## src/rtl/core/sgis_pkg.sv

```systemverilog
// Shared types and constants for the sorted grid interval search core.
// Used by the compare unit, the sequencer and the top level.
package sgis_pkg;

   localparam int GRID_DEPTH_DEF  = 1024;
   localparam int VALUE_WIDTH_DEF = 32;

   localparam int COUNT_W   = 11;
   localparam int POS_W     = 10;
   localparam int INDEX_W   = 10;
   localparam int CSR_W     = 32;
   localparam int CSR_ADDR_W = 3;

   localparam logic [COUNT_W-1:0] GRID_COUNT_RESET = 11'd1024;

   // Function codes of an input item.
   localparam logic FUNC_WRITE = 1'b0;
   localparam logic FUNC_QUERY = 1'b1;

   // Register index decoded from the word address.
   localparam logic CSR_IDX_GRID_COUNT = 1'b0;

   // Outcome of comparing one grid entry (probe) against the search key.
   typedef struct packed {
      logic probe_lt;   // probe is below the key
      logic probe_eq;   // probe equals the key
   } cmp_res_type;

endpackage

```

## src/rtl/core/sgis_seq.sv

```systemverilog
// Sequencer for grid writes and bisection queries over the grid memory.
// Depends on sgis_pkg; drives the memory ports and reads the compare unit.
module sgis_seq #(
   parameter int GRID_DEPTH  = 1024,
   parameter int VALUE_WIDTH = 32
) (
   input  logic                                clock,
   input  logic                                reset,
   input  logic                                start,
   output logic                                busy,
   input  logic                                req_func,
   input  logic [sgis_pkg::INDEX_W-1:0]        req_entry_index,
   input  logic signed [VALUE_WIDTH-1:0]       req_value,
   input  logic [sgis_pkg::COUNT_W-1:0]        grid_count,
   input  sgis_pkg::cmp_res_type               cmp_res,
   output logic signed [VALUE_WIDTH-1:0]       key,
   output logic                                wr_en,
   output logic [$clog2(GRID_DEPTH)-1:0]       wr_addr,
   output logic [VALUE_WIDTH-1:0]              wr_data,
   output logic                                rd_en,
   output logic [$clog2(GRID_DEPTH)-1:0]       rd_addr,
   output logic                                rsp_valid,
   output logic [sgis_pkg::POS_W-1:0]          rsp_position
);
   import sgis_pkg::*;

   localparam int IDX_W = $clog2(GRID_DEPTH);
   localparam logic [IDX_W-1:0] LAST_MAX = IDX_W'(GRID_DEPTH - 1);

   typedef enum logic [1:0] {
      ST_IDLE,
      ST_FIRST,
      ST_LAST,
      ST_PROBE
   } state_type;

   state_type                     state_ff, state_in;
   logic signed [VALUE_WIDTH-1:0] key_ff, key_in;
   logic [IDX_W-1:0]              last_ff, last_in;
   logic [IDX_W-1:0]              left_ff, left_in;
   logic [IDX_W-1:0]              right_ff, right_in;
   logic [IDX_W-1:0]              mid_ff, mid_in;
   logic                          rsp_valid_ff, rsp_valid_in;
   logic [POS_W-1:0]              rsp_position_ff, rsp_position_in;

   logic [COUNT_W-1:0] count_used;
   logic [IDX_W:0]     range_sum;
   logic [IDX_W-1:0]   range_span;
   logic [IDX_W-1:0]   range_mid;
   logic               query_accept;

   // Clamp the configured count to 1..GRID_DEPTH and keep the last used index.
   always_comb begin
      count_used = (grid_count == '0) ? COUNT_W'(1) : grid_count;
      if (32'(count_used) > 32'(GRID_DEPTH)) begin
         last_in = LAST_MAX;
      end else begin
         last_in = IDX_W'(count_used - COUNT_W'(1));
      end
   end

   // The next bracket comes from the probe outcome; its midpoint feeds the next read.
   always_comb begin
      if (state_ff == ST_PROBE) begin
         left_in  = cmp_res.probe_lt ? mid_ff : left_ff;
         right_in = cmp_res.probe_lt ? right_ff : mid_ff;
      end else begin
         left_in  = '0;
         right_in = last_ff;
      end
      range_sum  = {1'b0, left_in} + {1'b0, right_in};
      range_mid  = range_sum[IDX_W:1];
      range_span = right_in - left_in;
   end

   assign query_accept = start && (state_ff == ST_IDLE) && (req_func == FUNC_QUERY);

   always_comb begin
      state_in        = state_ff;
      key_in          = key_ff;
      mid_in          = mid_ff;
      rsp_valid_in    = 1'b0;
      rsp_position_in = rsp_position_ff;
      wr_en           = 1'b0;
      rd_en           = 1'b0;
      rd_addr         = '0;
      case (state_ff)
         ST_IDLE: begin
            if (start && (req_func == FUNC_WRITE)) begin
               wr_en = 32'(req_entry_index) < 32'(GRID_DEPTH);
            end else if (query_accept) begin
               key_in   = req_value;
               rd_en    = 1'b1;
               rd_addr  = '0;
               state_in = ST_FIRST;
            end
         end
         ST_FIRST: begin
            if (!cmp_res.probe_lt && !cmp_res.probe_eq) begin
               // Key lies below the first entry.
               rsp_valid_in    = 1'b1;
               rsp_position_in = '0;
               state_in        = ST_IDLE;
            end else begin
               rd_en    = 1'b1;
               rd_addr  = last_ff;
               state_in = ST_LAST;
            end
         end
         ST_LAST: begin
            if (cmp_res.probe_lt) begin
               // Key lies above the last used entry.
               rsp_valid_in    = 1'b1;
               rsp_position_in = POS_W'(last_ff);
               state_in        = ST_IDLE;
            end else if (range_span > IDX_W'(1)) begin
               rd_en    = 1'b1;
               rd_addr  = range_mid;
               mid_in   = range_mid;
               state_in = ST_PROBE;
            end else begin
               rsp_valid_in    = 1'b1;
               rsp_position_in = '0;
               state_in        = ST_IDLE;
            end
         end
         ST_PROBE: begin
            if (cmp_res.probe_eq) begin
               rsp_valid_in    = 1'b1;
               rsp_position_in = POS_W'(mid_ff);
               state_in        = ST_IDLE;
            end else if (range_span > IDX_W'(1)) begin
               rd_en    = 1'b1;
               rd_addr  = range_mid;
               mid_in   = range_mid;
            end else begin
               rsp_valid_in    = 1'b1;
               rsp_position_in = POS_W'(left_in);
               state_in        = ST_IDLE;
            end
         end
         default: begin
            state_in = ST_IDLE;
         end
      endcase
   end

   always_ff @(posedge clock) begin
      if (reset) begin
         state_ff     <= ST_IDLE;
         rsp_valid_ff <= 1'b0;
      end else begin
         state_ff     <= state_in;
         rsp_valid_ff <= rsp_valid_in;
      end
      key_ff          <= key_in;
      mid_ff          <= mid_in;
      rsp_position_ff <= rsp_position_in;
      if (query_accept) begin
         last_ff <= last_in;
      end
      if (state_ff == ST_LAST || state_ff == ST_PROBE) begin
         left_ff  <= left_in;
         right_ff <= right_in;
      end
   end

   assign busy         = state_ff != ST_IDLE;
   assign key          = key_ff;
   assign wr_addr      = IDX_W'(req_entry_index);
   assign wr_data      = req_value;
   assign rsp_valid    = rsp_valid_ff;
   assign rsp_position = rsp_position_ff;

endmodule

```

## config.mk

```make
export PLATFORM = sky130hd
export DESIGN_NAME = sgis_seq
export DESIGN_NICKNAME = d
export VERILOG_FILES = /design/src/rtl/core/sgis_pkg.sv /design/src/rtl/core/sgis_seq.sv
export SDC_FILE = /design/constraint.sdc
export NUM_CORES = 1
export LEC_CHECK = 0
export BUFFER_PORTS_ARGS = -buffer_cell sky130_fd_sc_hd__buf_4
export CAP_MARGIN = 40
export CORE_AREA = 2 2 132 134
export DETAILED_ROUTE_END_ITERATION = 8
export DIE_AREA = 0 0 134 136
export SLEW_MARGIN = 20
export SYNTH_ARGS = -nofsm -noshare
export SYNTH_HDL_FRONTEND = slang
export SYNTH_SLANG_ARGS = --single-unit
```

## constraint.sdc

```tcl
create_clock -name clock -period 4.69 [get_ports clock]
set_input_delay 0.469 -clock clock [delete_from_list [all_inputs] [get_ports clock]]
set_output_delay 0.469 -clock clock [all_outputs]
set_load 0.02 [all_outputs]
```

==> flow_metrics.tcl <==
set metrics [dict create \
    syn_area_per_cell_um2 11.3 \
    syn-num-nets 516 \
    crit_path_start_kind "register" \
    crit_chain "and2_1 -> nand2_1 -> fa_1 -> a211oi_2 -> o21ai_1 -> a31oi_2 -> xor2_1 -> or4_4 -> a32o_1 -> buf_4" \
    final_max_slew_viol_count 0 \
    cp_slowest_stage_delay_ps 680 \
    start_util_pct 29.1 \
    yosysTopAreaCellShare_pct 50.1 \
    period_share_pct 94.4 \
    status "complete, no violations" \
    slowest_stage "or4_4" \
    multi_input_area_um2 1900 \
    cts_hold_buffers 0 \
    setup_slack_ps 263 \
    place_congestion 0.864 \
    post-place-ws_ps 294 \
    vias_per_cell 4.82 \
    yosysWarnings 0 \
    detail_route.wirelength_um 12600 \
    grt_max_degree 26 \
    peakVddDrop_mv 0.145 \
    p_sw_share_pct 24.8 \
    clk_latency_ps 330 \
    netlist_top_cells_count "edfxtp_1, buf_4, nand2_1, nor2_1, o21ai_0" \
    tns_ps 0 \
    post-cts-setup-buffers 0 \
    syn-instance-count 434 \
    clkTransAtPathRegs_ps 60 \
    hpwl_um 9910 \
    hold_start "req_value[11]" \
    drc 0 \
    area_growth_pct 25.2 \
    fp.dieArea_um2 18200 \
    total_power_mw 1.78 \
    grt_pass1_vias 3443 \
    setup_viol 0 \
    htreeDepth 3 \
    vias 3654 \
    net-switching-power_mw 0.441 \
    yosysTopAreaCell "edfxtp_1" \
    synth_most_common_cell "edfxtp_1" \
    pwr-share-clk_pct 35.0 \
    first_pass_iters 5 \
    hold_path.class "in2reg" \
    cp.arrival_ps 3960 \
    leakage_nw 2.47 \
    slew_headroom_pct 50.9 \
    fin_crit_ps 4430 \
    powerDensity_nw_per_um2 288 \
    timing.rr.start "state_ff[0]" \
    final-seq-area_um2 2520 \
    rsz0062_at_grt "false" \
    cts_resized 0 \
    drtAntennaViolNets 0 \
    fillers 1628 \
    ctsLongestPathBuffers 2 \
    first_iter_violations 203 \
    pin_count 157 \
    cp-end-kind "output pin" \
    path_buf_inv 1 \
    internal_power_mw 1.33 \
    worst-setup-path-type "reg2out" \
    worst_slew_pin_slew_ps 730 \
    portBuffers 136 \
    required_ps 4220 \
    core.rowCount 48 \
    p_comb_share_pct 15.5 \
    cts_tree "built" \
    synth.area.top_cells "edfxtp_1, buf_4, ha_1" \
    grtUsageTotal_pct 13.4 \
    fin_skew_ps 8.32 \
    grt_first_pass_wirelength_um 18700 \
    synth_cell_type_count 56 \
    cts.sinks 85 \
    antenna_found_initial 0 \
    synth_flop_cell "edfxtp_1" \
    crit_start "state_ff[0]" \
    fin_nets 611 \
    final_util_pct 36.5 \
    path_delay_family "simple AND/OR/NAND/NOR gates" \
    max_freq_ghz 0.226 \
    power_frac_seq_pct 49.5 \
    layout-drive-gt1-share_pct 33.6 \
    cts_buffers 9 \
    cp_max_fo 13 \
    die_x_um 134 \
    hold_ws_ps 324 \
    wl_per_cell_um 16.6 \
    ys_ff_latch 85 \
    core_area_um2 16900 \
    hold_viol 0 \
    synthArstFlopShare_pct 0 \
    antennaDiodeCount 0 \
    synth_edf_count 82 \
    yosysSeqAreaShare_pct 51.3 \
    die_h_um 136 \
    overflow 0 \
    max_cap_violations 0 \
    syn_area_um2 4920 \
    ctsRootBufferMaster "clkbuf_16" \
]
[power groups by stage]
| stage | Clock, mW | Combinational (mW) | Sequential, mW |
|---|---|---|---|
| floorplan | 0 | 0.157 | 0.913 |
| global placement | 0 | 0.270 | 0.896 |
| detailed placement | 0 | 0.275 | 0.896 |
| CTS | 0.640 | 0.276 | 0.880 |
| global route | 0.663 | 0.295 | 0.882 |
| finish | 0.621 | 0.274 | 0.880 |
[registers in the layout, indices dropped and copies added, names as in the netlist]
| register | count |
|---|---|
| right_ff | 10 |
| left_ff | 10 |
| key | 32 |
| state_ff | 2 |
| rsp_valid | 1 |
| rsp_position | 10 |
| mid_ff | 10 |
| last_ff | 10 |
[worst paths after layout]
check	endpoint	slack (ps)	cells after the start
max	rd_addr[7]	260	10
min	key[11]	320	1
max reg2reg	mid_ff[3]	800	11
min reg2reg	rsp_position[8]	620	2
[layer usage]
layer	routed length, µm	vias to the layer above	part of all wire, %	GRT usage [%]
li1	-	1748	-	-
met1	4840	1728	39	14.8
met2	6460	164	51	24.7
met3	1010	14	8.0	3.24
met4	250	0	2.0	5.20
met5	0	-	0	0
[placed cells by master (no fill, tap or decap), drive strengths merged, types with 9 or more instances in the layout]
master and count:
nand2 37, nor2 28, inv 24, buf 146, mux2i 14, edfxtp 82, clkbuf 10, a32oi 10
o21ai 27, ha 21, xnor2 9, a21oi 16, a32o 10
[cells by family (layout without fill, tap and decap cells)]
family | after synthesis | count (layout) | synth area share, %
muxes | 22 | 22 | 4.68
DFF | 85 | 85 | 51.3
xor gates and xnor gates | 16 | 16 | 2.85
adders and majority gates | 23 | 23 | 6.16
and+or+nand+nor | 111 | 111 | 11.3
buffers and inverters | 86 | 185 | 10.4
AOI/OAI and AO/OA | 91 | 91 | 13.3
[through the flow]
stage	cells	area, µm²
2_1_floorplan	434	4920
3_3_place_gp	740	5850
3_5_place_dp	743	5880
4_1_cts	758	6140
5_1_grt	758	6150
6_report	758	6150
[layout make-up]
cell class | count | area share, %
Inverter | 24 | 1.46
Sequential cell | 85 | 41.0
Clock buffer | 10 | 3.72
Tap cell | 225 | 4.57
Multi-Input combinational cell | 263 | 30.9
Clock inverter | 5 | 0.468
Timing Repair Buffer | 146 | 17.9
(Power assumes the default switching activity.)
