===== src/rtl/core/sgis_pkg.sv =====
// Shared types and constants for the sorted grid interval search core.
// Used by the compare unit, the sequencer and the top level.
package sgis_pkg;

   localparam int GRID_DEPTH_DEF  = 1024;
   localparam int VALUE_WIDTH_DEF = 32;

   localparam int COUNT_W   = 11;
   localparam int POS_W     = 10;
   localparam int INDEX_W   = 10;
   localparam int CSR_W     = 32;
   localparam int CSR_ADDR_W = 3;

   localparam logic [COUNT_W-1:0] GRID_COUNT_RESET = 11'd1024;

   // Function codes of an input item.
   localparam logic FUNC_WRITE = 1'b0;
   localparam logic FUNC_QUERY = 1'b1;

   // Register index decoded from the word address.
   localparam logic CSR_IDX_GRID_COUNT = 1'b0;

   // Outcome of comparing one grid entry (probe) against the search key.
   typedef struct packed {
      logic probe_lt;   // probe is below the key
      logic probe_eq;   // probe equals the key
   } cmp_res_type;

endpackage


===== src/rtl/core/sgis_cmp_unit.sv =====
// Shared signed comparator: checks one grid entry against the search key.
// Depends on sgis_pkg for the result struct.
module sgis_cmp_unit #(
   parameter int VALUE_WIDTH = 32
) (
   input  logic signed [VALUE_WIDTH-1:0] key,
   input  logic signed [VALUE_WIDTH-1:0] probe,
   output sgis_pkg::cmp_res_type         res
);
   import sgis_pkg::*;

   always_comb begin
      res.probe_lt = probe < key;
      res.probe_eq = probe == key;
   end

endmodule


===== config.mk =====
export PLATFORM = sky130hd
export DESIGN_NAME = sgis_cmp_unit
export DESIGN_NICKNAME = d
export VERILOG_FILES = /design/src/rtl/core/sgis_pkg.sv /design/src/rtl/core/sgis_cmp_unit.sv
export SDC_FILE = /design/constraint.sdc
export NUM_CORES = 1
export LEC_CHECK = 0
export BUFFER_PORTS_ARGS = -buffer_cell sky130_fd_sc_hd__buf_2
export CAP_MARGIN = 0
export CELL_PAD_IN_SITES_DETAIL_PLACEMENT = 0
export CELL_PAD_IN_SITES_GLOBAL_PLACEMENT = 1
export CORE_ASPECT_RATIO = 0.5
export CORE_MARGIN = 2
export CORE_UTILIZATION = 29
export DETAILED_ROUTE_END_ITERATION = 8
export PLACE_DENSITY_LB_ADDON = 0.05
export SYNTH_ARGS = -nofsm -noshare
export SYNTH_HDL_FRONTEND = slang
export SYNTH_SLANG_ARGS = --single-unit

===== constraint.sdc =====
create_clock -name vclk -period 5.2
set_clock_uncertainty 0.05 [all_clocks]
set_input_delay 0.78 -clock vclk [all_inputs]
set_output_delay 0.78 -clock vclk [all_outputs]
set_load 0.03 [all_outputs]

==> results of run 1 <==
cells in the final DEF (no fill, tap or decap), drive strengths merged, types with 2 or more instances in the layout:
master / instances
nand2: 7
inv: 32
o21ai: 3
buf: 66
nor2: 4
a21o: 2
a21oi: 12
nand3: 2
nor4: 2
ha: 32
nand4: 7
tightest hold or removal path, stage by stage:
cell and delay [ps]:
buf_2 80, ha_1 170, o22ai_2 90, buf_2 170
area by class of cell:
type | instances | share of cell area, %
Inverter | 32 | 10.03
Tap cell | 37 | 3.866
Multi-Input combinational cell | 81 | 58.52
Timing Repair Buffer | 66 | 27.59
cells in the mapped netlist:
cell type,instances
ha_1,32
inv_1,32
a21oi_1,11
nand2_1,7
nand4_1,6
nor2_1,4
a21o_1,2
nand3_1,2
o21ai_0,2
a211oi_1,1
a21boi_2,1
a21oi_2,1
a221o_1,1
a221oi_1,1
nand4_2,1
nor2b_1,1
nor3_1,1
nor4_1,1
nor4_2,1
o2111ai_1,1
o211ai_1,1
o21ai_1,1
o22ai_2,1
o31a_1,1
report_power, final:
| part | total [mW] | internal (mW) | switching, mW | leakage, nW |
|---|---|---|---|---|
| clock | 0 | 0 | 0 | 0 |
| combinational | 0.0792 | 0.0420 | 0.0372 | 0.765 |
| sequential | 0 | 0 | 0 | 0 |
cell families (layout without fill, tap and decap cells):
kind of cell / Yosys count / after routing / synth area share (%)
AND/OR/NAND/NOR: 24 / 24 / 16.01
AO/OA/AOI/OAI: 25 / 25 / 20.58
adder cells (fa/ha/maj): 32 / 32 / 48.78
buffers and inverters: 32 / 98 / 14.63
routing by layer:
metal  global-route usage (%)  vias up  wire length, um
met1                    13.64      352              853
met2                    18.98       32              735
met5                        0        -                0
met3                   0.4348        0              136
li1                         -      529                -
met4                        0        0                0
how the worst min path moves through the flow:
stage                     endpoint      start  slack, ps
after detailed placement    res[1]  probe[31]       2030
final                       res[1]  probe[31]       2030
after global placement      res[1]  probe[31]       2040
after CTS                   res[1]  probe[31]       2030
after global routing        res[1]  probe[31]       2070
after floorplan             res[1]  probe[31]       1840
==> flow_summary.yaml, run 1 <==
timing:
  max_slew_margin_pct: 70.77
  max_freq_mhz: 311.9
  setup_viol_count_final: 0
  final_min_period_over_clock_period_pct: 61.66
  rsz0062_at_grt: "false"
  period_minus_slack_ps: 3206
  setup_ws_ps: 1994
  tightestPinTransition_ps: 434.5
  fin_worst_hold_slack_ps: 2026
  final_hold_viol_count: 0
  setup_tns_ps: 0
  drv_slew: 0
drt:
  first_iter_violations: 21
  route.detailed.drc: 0
  drtAntennaViolNets: 0
  routed_via_density: 4.227
  vias: 913
  drt-total-wl_um: 1725
  drt-wirelength-per-cell_um: 7.986
  drt_pass1_iterations: 3
global_route:
  grt_start_max_net_pins: 5
  global_route.overflow_total: 0
  antenna_violations_before_repair: 0
  globalRouteTotalUtil_pct: 10.09
  grt_pass1_wl_um: 2891
  via_count_of_the_first_global_routing_pass: 778
setup_path:
  worst_setup_path_startpoint: "key[7]"
  max_stage_delay_ps: 330
  crit_path_top_delay_cell: "a221o_1"
  worst_path_most_repeated_cell: "buf_2"
  critPathBufInv: 3
  critical-path-top-delay-family: "compound AO/OA/AOI/OAI gates"
  start_kind: "primary input"
  worstPathCellList: "buf_2 > inv_1 > ha_1 > a21oi_1 > o21ai_0 > a221o_1 > o31a_1 > o22ai_2 > buf_2"
  crit_path_end_kind: "output port"
  critical_path_cell_count: 9
  worst-setup-path-type: "primary input to output port"
  critical_path.endpoint: "res[1]"
  critPathRequiredTime_ps: 4370
  worstPathArrival_ps: 2380
  crit_path_max_fanout: 2
logic_synthesis:
  netlist.area_leader.share_pct: 48.78
  netlist-cell-type-count: 24
  syn-num-nets: 209
  ys_seq_area_share_pct: 0
  syn-cell-area_um2: 820.8
  post_synth_main_area_contributors: "ha_1, inv_1, a21oi_1"
  yosysWarningCount: 0
  post_synth.cell_area_avg_um2: 7.264
  netlist.top_cell.by_area: "ha_1"
  postSynthCellCount: 113
layout:
  utilization_pct: 45.44
  nFlopsAndLatches: 0
  num-fill-cells: 271
  register_cell_area_after_layout_um2: 0
  multi_input_comb_area_um2: 700.7
  fin_cells: 216
  n_clock_buffer: 0
  area_growth_pct: 45.88
  number_of_diodes_added_for_antenna_fixing: 0
  final_cell_area_mm2: 0.001197
  post_route_cells_drive_above_1_share_pct: 39.66
  nNetsFinal: 277
job:
  maxCapViolCount: 0
clock_tree:
  holdBufCountCts: 0
  post_cts.repair.setup_buffers: 0
  ctsResizeCount: 0
floorplanning:
  dieHeight_um: 41.62
  std_cell_rows: 13
  die_w_um: 79.24
  initial_utilization_pct: 31.15
  i_o_pins: 66
  core_mm2: 0.002635
  die_area_mm2: 0.003298
placement:
  post_dp_hpwl_um: 1710
  place_worst_setup_slack_ps: 1955
  cell_count_post_placement: 216
  dpl_cell_area_mm2: 0.001197
  portBuffers: 66
  globalplace.congestion: 0.6613
status:
  status: "finished clean"
power:
  total_power_mw: 0.07923
  peak_supply_drop_mv: 0.02929
  leak_pwr_nw: 0.7653
  power_density_mw_per_mm2: 66.16
worst_hold_path:
  worstHoldPathCells: 4
  worst_hold_path_type: "primary input to output port"
Power figures use the tool's default switching activity.
==> inputs of run 2 (changes only) <==
CORE_UTILIZATION = 27   (was 29)
clock period = 3.2 ns   (was 5.2 ns; I/O delays follow)
==> flow_summary.yaml, run 2 (same netlist as run 1, synthesis figures left out) <==
status:
  status: "finished clean"
floorplanning:
  std_cell_rows: 14
  initial_utilization_pct: 27.89
  dieHeight_um: 42.99
  die_w_um: 81.98
  core_mm2: 0.002943
  i_o_pins: 66
  die_area_mm2: 0.003524
drt:
  routed_via_density: 4.265
  drt-wirelength-per-cell_um: 8.128
  drtAntennaViolNets: 0
  vias: 934
  route.detailed.drc: 0
  drt_pass1_iterations: 4
  drt-total-wl_um: 1780
  first_iter_violations: 10
timing:
  period_minus_slack_ps: 2618
  drv_slew: 0
  final_min_period_over_clock_period_pct: 81.81
  rsz0062_at_grt: "false"
  max_slew_margin_pct: 72.29
  setup_tns_ps: 0
  max_freq_mhz: 382.0
  setup_viol_count_final: 0
  tightestPinTransition_ps: 411.8
  final_hold_viol_count: 0
  setup_ws_ps: 582.0
layout:
  nNetsFinal: 277
  number_of_diodes_added_for_antenna_fixing: 0
  most_common_library_cell_in_the_layout_ignoring_fill_and_taps: "buf_2"
  post_route_cells_drive_above_1_share_pct: 39.66
  register_cell_area_after_layout_um2: 0
  nFlopsAndLatches: 0
  final_cell_mix: "buf_2, inv_1, ha_1, a21oi_1, nand2_1"
  num-fill-cells: 317
  n_clock_buffer: 0
  area_growth_pct: 46.34
setup_path:
  critical-path-top-delay-family: "compound AO/OA/AOI/OAI gates"
  critPathBufInv: 3
  worst-setup-path-type: "primary input to output port"
  crit_path_end_kind: "output port"
  crit_path_max_fanout: 2
  crit_path_top_delay_cell: "a221oi_1"
  start_kind: "primary input"
  worstPathCellList: "buf_2 > inv_1 > ha_1 > a21oi_1 > o21ai_1 > a221oi_1 > o2111ai_1 > o22ai_2 > buf_2"
  critPathRequiredTime_ps: 2670
  worst_path_most_repeated_cell: "buf_2"
  worstPathArrival_ps: 2090
  max_stage_delay_ps: 430
placement:
  portBuffers: 66
  globalplace.congestion: 0.6487
  place_worst_setup_slack_ps: 538.8
  post_dp_hpwl_um: 1728
power:
  peak_supply_drop_mv: 0.04656
  leak_pwr_nw: 0.7653
  power_density_mw_per_mm2: 108.1
worst_hold_path:
  worst_hold_path_type: "primary input to output port"
global_route:
  globalRouteTotalUtil_pct: 9.933
  groute.layer.met1.usage_pct: 13.29
  grt_util_met3_pct: 0
  grt.busiest_layer: "met2"
  grt_pass1_wl_um: 2973
  global_route.usage.met2_pct: 19.02
  via_count_of_the_first_global_routing_pass: 826
  global_route.overflow_total: 0
  antenna_violations_before_repair: 0
  grt_start_max_net_pins: 5
clock_tree:
  post_cts.repair.setup_buffers: 0
  holdBufCountCts: 0
  ctsResizeCount: 0
job:
  maxCapViolCount: 0
[run 2: cell counts in the layout (fill, tap and decap cells not counted)]
Identical to the previous run, type by type.
[run 2: tightest hold or removal path: cells and delay by family]
family | cells | cell delay (ps)
fa+ha+maj | 1 | 180
buf+inv | 2 | 250
compound gates | 1 | 100
[run 2: metal layers]
layer  wire [um]  part of all wire, %
met1         864                   49
met2         757                   43
met3         157                  8.8
met4           0                    0
met5           0                    0
[run 2: worst paths after layout]
| path | start | to | cells past startpoint |
|---|---|---|---|
| min | probe[31] | res[1] | 4 |
| max | key[21] | res[1] | 9 |
[run 2: power by group]
| part | switching, mW | internal [mW] |
|---|---|---|
| clock network | 0 | 0 |
| logic | 0.0615 | 0.0683 |
| registers | 0 | 0 |
| total | 0.0615 | 0.0683 |
[run 2: layout make-up]
type,instances,area (um2),area share [%]
Inverter,32,120.1,10.00
Timing Repair Buffer,66,330.3,27.50
Multi-Input combinational cell,81,700.7,58.33
Tap cell,40,50.05,4.167
[run 2: per-stage QoR]
stage	std cells	area [um2]	power, mW	hold WS, ps	utilization (%)
after global routing	219	1201	0.1532	1479	40.82
after floorplan	113	820.8	0.07713	1236	-
final	219	1201	0.1298	1437	40.82
after global placement	219	1201	0.1329	1443	40.82
after detailed placement	219	1201	0.1312	1445	40.82
after CTS	219	1201	0.1325	1445	40.82
==> inputs of run 3 (changes only) <==
ABC_AREA = 1   (was default)
clock period = 2.6 ns   (was 3.2 ns; I/O delays follow)
==> flow_summary.yaml, run 3 <==
status:
  status: "finished clean"
power:
  power_density_mw_per_mm2: 136.7
  switchingPower_mw: 0.08594
  comb_power_share_pct: 100.0
  pwr-share-seq_pct: 0
  switching_share_pct: 49.65
  leak_pwr_nw: 0.8727
  total_power_mw: 0.1731
  clock_power_share_pct: 0
  peak_supply_drop_mv: 0.05763
  power.internal_mw: 0.08714
logic_synthesis:
  netlist.top_cell.by_area: "ha_1"
  netlist.area_leader.share_pct: 45.20
  post-synth-top-count-cell: "inv_1"
  postSynthCellCount: 144
  syn-cell-area_um2: 885.9
  yosysWarningCount: 0
  netlist-cell-type-count: 16
  ys_seq_area_share_pct: 0
  post_synth_main_area_contributors: "ha_1, inv_1, nand2_1"
  syn-num-nets: 240
  synth.top_cells.by_count: "inv_1, nand2_1, ha_1"
  post_synth.cell_area_avg_um2: 6.152
setup_path:
  max_stage_delay_ps: 300
  worstPathCellList: "buf_2 > inv_1 > ha_1 > a21oi_1 > nand2_1 > nand2_1 > nand3_1 > a21oi_2 > nand3_1 > nand2_1 > buf_2"
  critPathRequiredTime_ps: 2160
  start_kind: "primary input"
  crit_path_max_fanout: 2
  crit_path_top_delay_cell: "ha_1"
  crit_path_end_kind: "output port"
  worstPathArrival_ps: 1670
  worst-setup-path-type: "primary input to output port"
  worst_path_most_repeated_cell: "nand2_1"
floorplanning:
  core_mm2: 0.003065
  std_cell_rows: 14
  initial_utilization_pct: 28.90
  dieHeight_um: 44.51
  i_o_pins: 66
  die_w_um: 85.01
  die_area_mm2: 0.003783
timing:
  max_slew_margin_pct: 86.19
  drv_slew: 0
  setup_tns_ps: 0
  period_minus_slack_ps: 2112
  setup_viol_count_final: 0
  setup_ws_ps: 488.4
  max_freq_mhz: 473.6
  final_min_period_over_clock_period_pct: 81.21
  tightestPinTransition_ps: 205.5
  final_hold_viol_count: 0
  rsz0062_at_grt: "false"
clock_tree:
  ctsResizeCount: 0
  post_cts.repair.setup_buffers: 0
  holdBufCountCts: 0
worst_hold_path:
  worstHoldPathCells: 6
  hold_path_startpoint: "probe[31]"
  hold_end: "res[1]"
  worst_hold_path_type: "primary input to output port"
global_route:
  globalRouteTotalUtil_pct: 9.714
  grt_pass1_wl_um: 3146
  via_count_of_the_first_global_routing_pass: 824
  antenna_violations_before_repair: 0
  global_route.overflow_total: 0
  grt_start_max_net_pins: 5
layout:
  n_clock_buffer: 0
  final_cell_mix: "buf_2, inv_1, nand2_1, ha_1, a21oi_1"
  area_growth_pct: 42.94
  most_common_library_cell_in_the_layout_ignoring_fill_and_taps: "buf_2"
  utilization_pct: 41.31
  nFlopsAndLatches: 0
  nNetsFinal: 308
  number_of_diodes_added_for_antenna_fixing: 0
  fin_cells: 250
  post_route_cells_drive_above_1_share_pct: 34.76
  register_cell_area_after_layout_um2: 0
placement:
  post_dp_hpwl_um: 1802
  cell_count_post_placement: 250
  globalplace.congestion: 0.7216
  portBuffers: 66
  place_worst_setup_slack_ps: 460.0
drt:
  vias: 997
  route.detailed.drc: 0
  drtAntennaViolNets: 0
  routed_via_density: 3.988
  drt-wirelength-per-cell_um: 7.328
  drt-total-wl_um: 1832
  drt_pass1_iterations: 3
  first_iter_violations: 15
job:
  maxCapViolCount: 0
## run 3: cell count changes after synthesis, moves of 2 or more
cell     before  now
inv_1        32   40
nand2_2       0    2
nand4_1       6    2
nor2_1        4    9
nand2_1       7   34
## run 3: power by group through the flow
stage                     logic, mW  clock network (mW)  registers, mW
after detailed placement      0.176                   0              0
final                         0.173                   0              0
after global routing          0.206                   0              0
after floorplan               0.107                   0              0
after CTS                     0.177                   0              0
after global placement        0.175                   0              0
## run 3: worst max-delay path by stage
stage,from,endpoint,slack [ps],depth (start not counted)
floorplan,key[15],res[0],450,6
CTS,key[11],res[1],450,12
detailed placement,key[11],res[1],460,12
global placement,key[31],res[1],460,12
finish,key[19],res[1],490,11
global route,key[23],res[1],290,12
## run 3: metrics by stage
stage          hold slack, ps  cell area, um2
6_report                 1309            1266
5_1_grt                  1380            1266
2_1_floorplan            1139           885.9
3_3_place_gp             1310            1266
3_5_place_dp             1317            1266
4_1_cts                  1319            1266
## run 3: area by class of cell
cell class | instances | area (um2)
fillers | 339 | 1799
multi-input cells | 104 | 735.7
repair buffers | 66 | 330.3
inverters | 40 | 150.1
well taps | 40 | 50.05
## run 3: logic make-up after synthesis
| family | count (synthesis) | synth area share, % |
|---|---|---|
| adder cells (fa/ha/maj) | 32 | 45.20 |
| AO/OA/AOI/OAI | 17 | 10.74 |
| AND/OR/NAND/NOR | 55 | 27.12 |
| buffers and inverters | 40 | 16.95 |
## run 3: routing by layer
metal | vias to the layer above | global-route usage [%] | wire length (um)
met5 | - | 0 | 0
met4 | 0 | 0 | 0
met3 | 0 | 0.7463 | 156
met1 | 379 | 14.24 | 963
met2 | 32 | 16.72 | 711
li1 | 586 | - | -
## run 3: worst max-delay path, delay by kind of cell
| family | cells | cell delay [ps] |
|---|---|---|
| adders and majority gates | 1 | 300 |
| AOI/OAI and AO/OA | 2 | 310 |
| and+or+nand+nor | 5 | 380 |
| buffers and inverters | 3 | 300 |
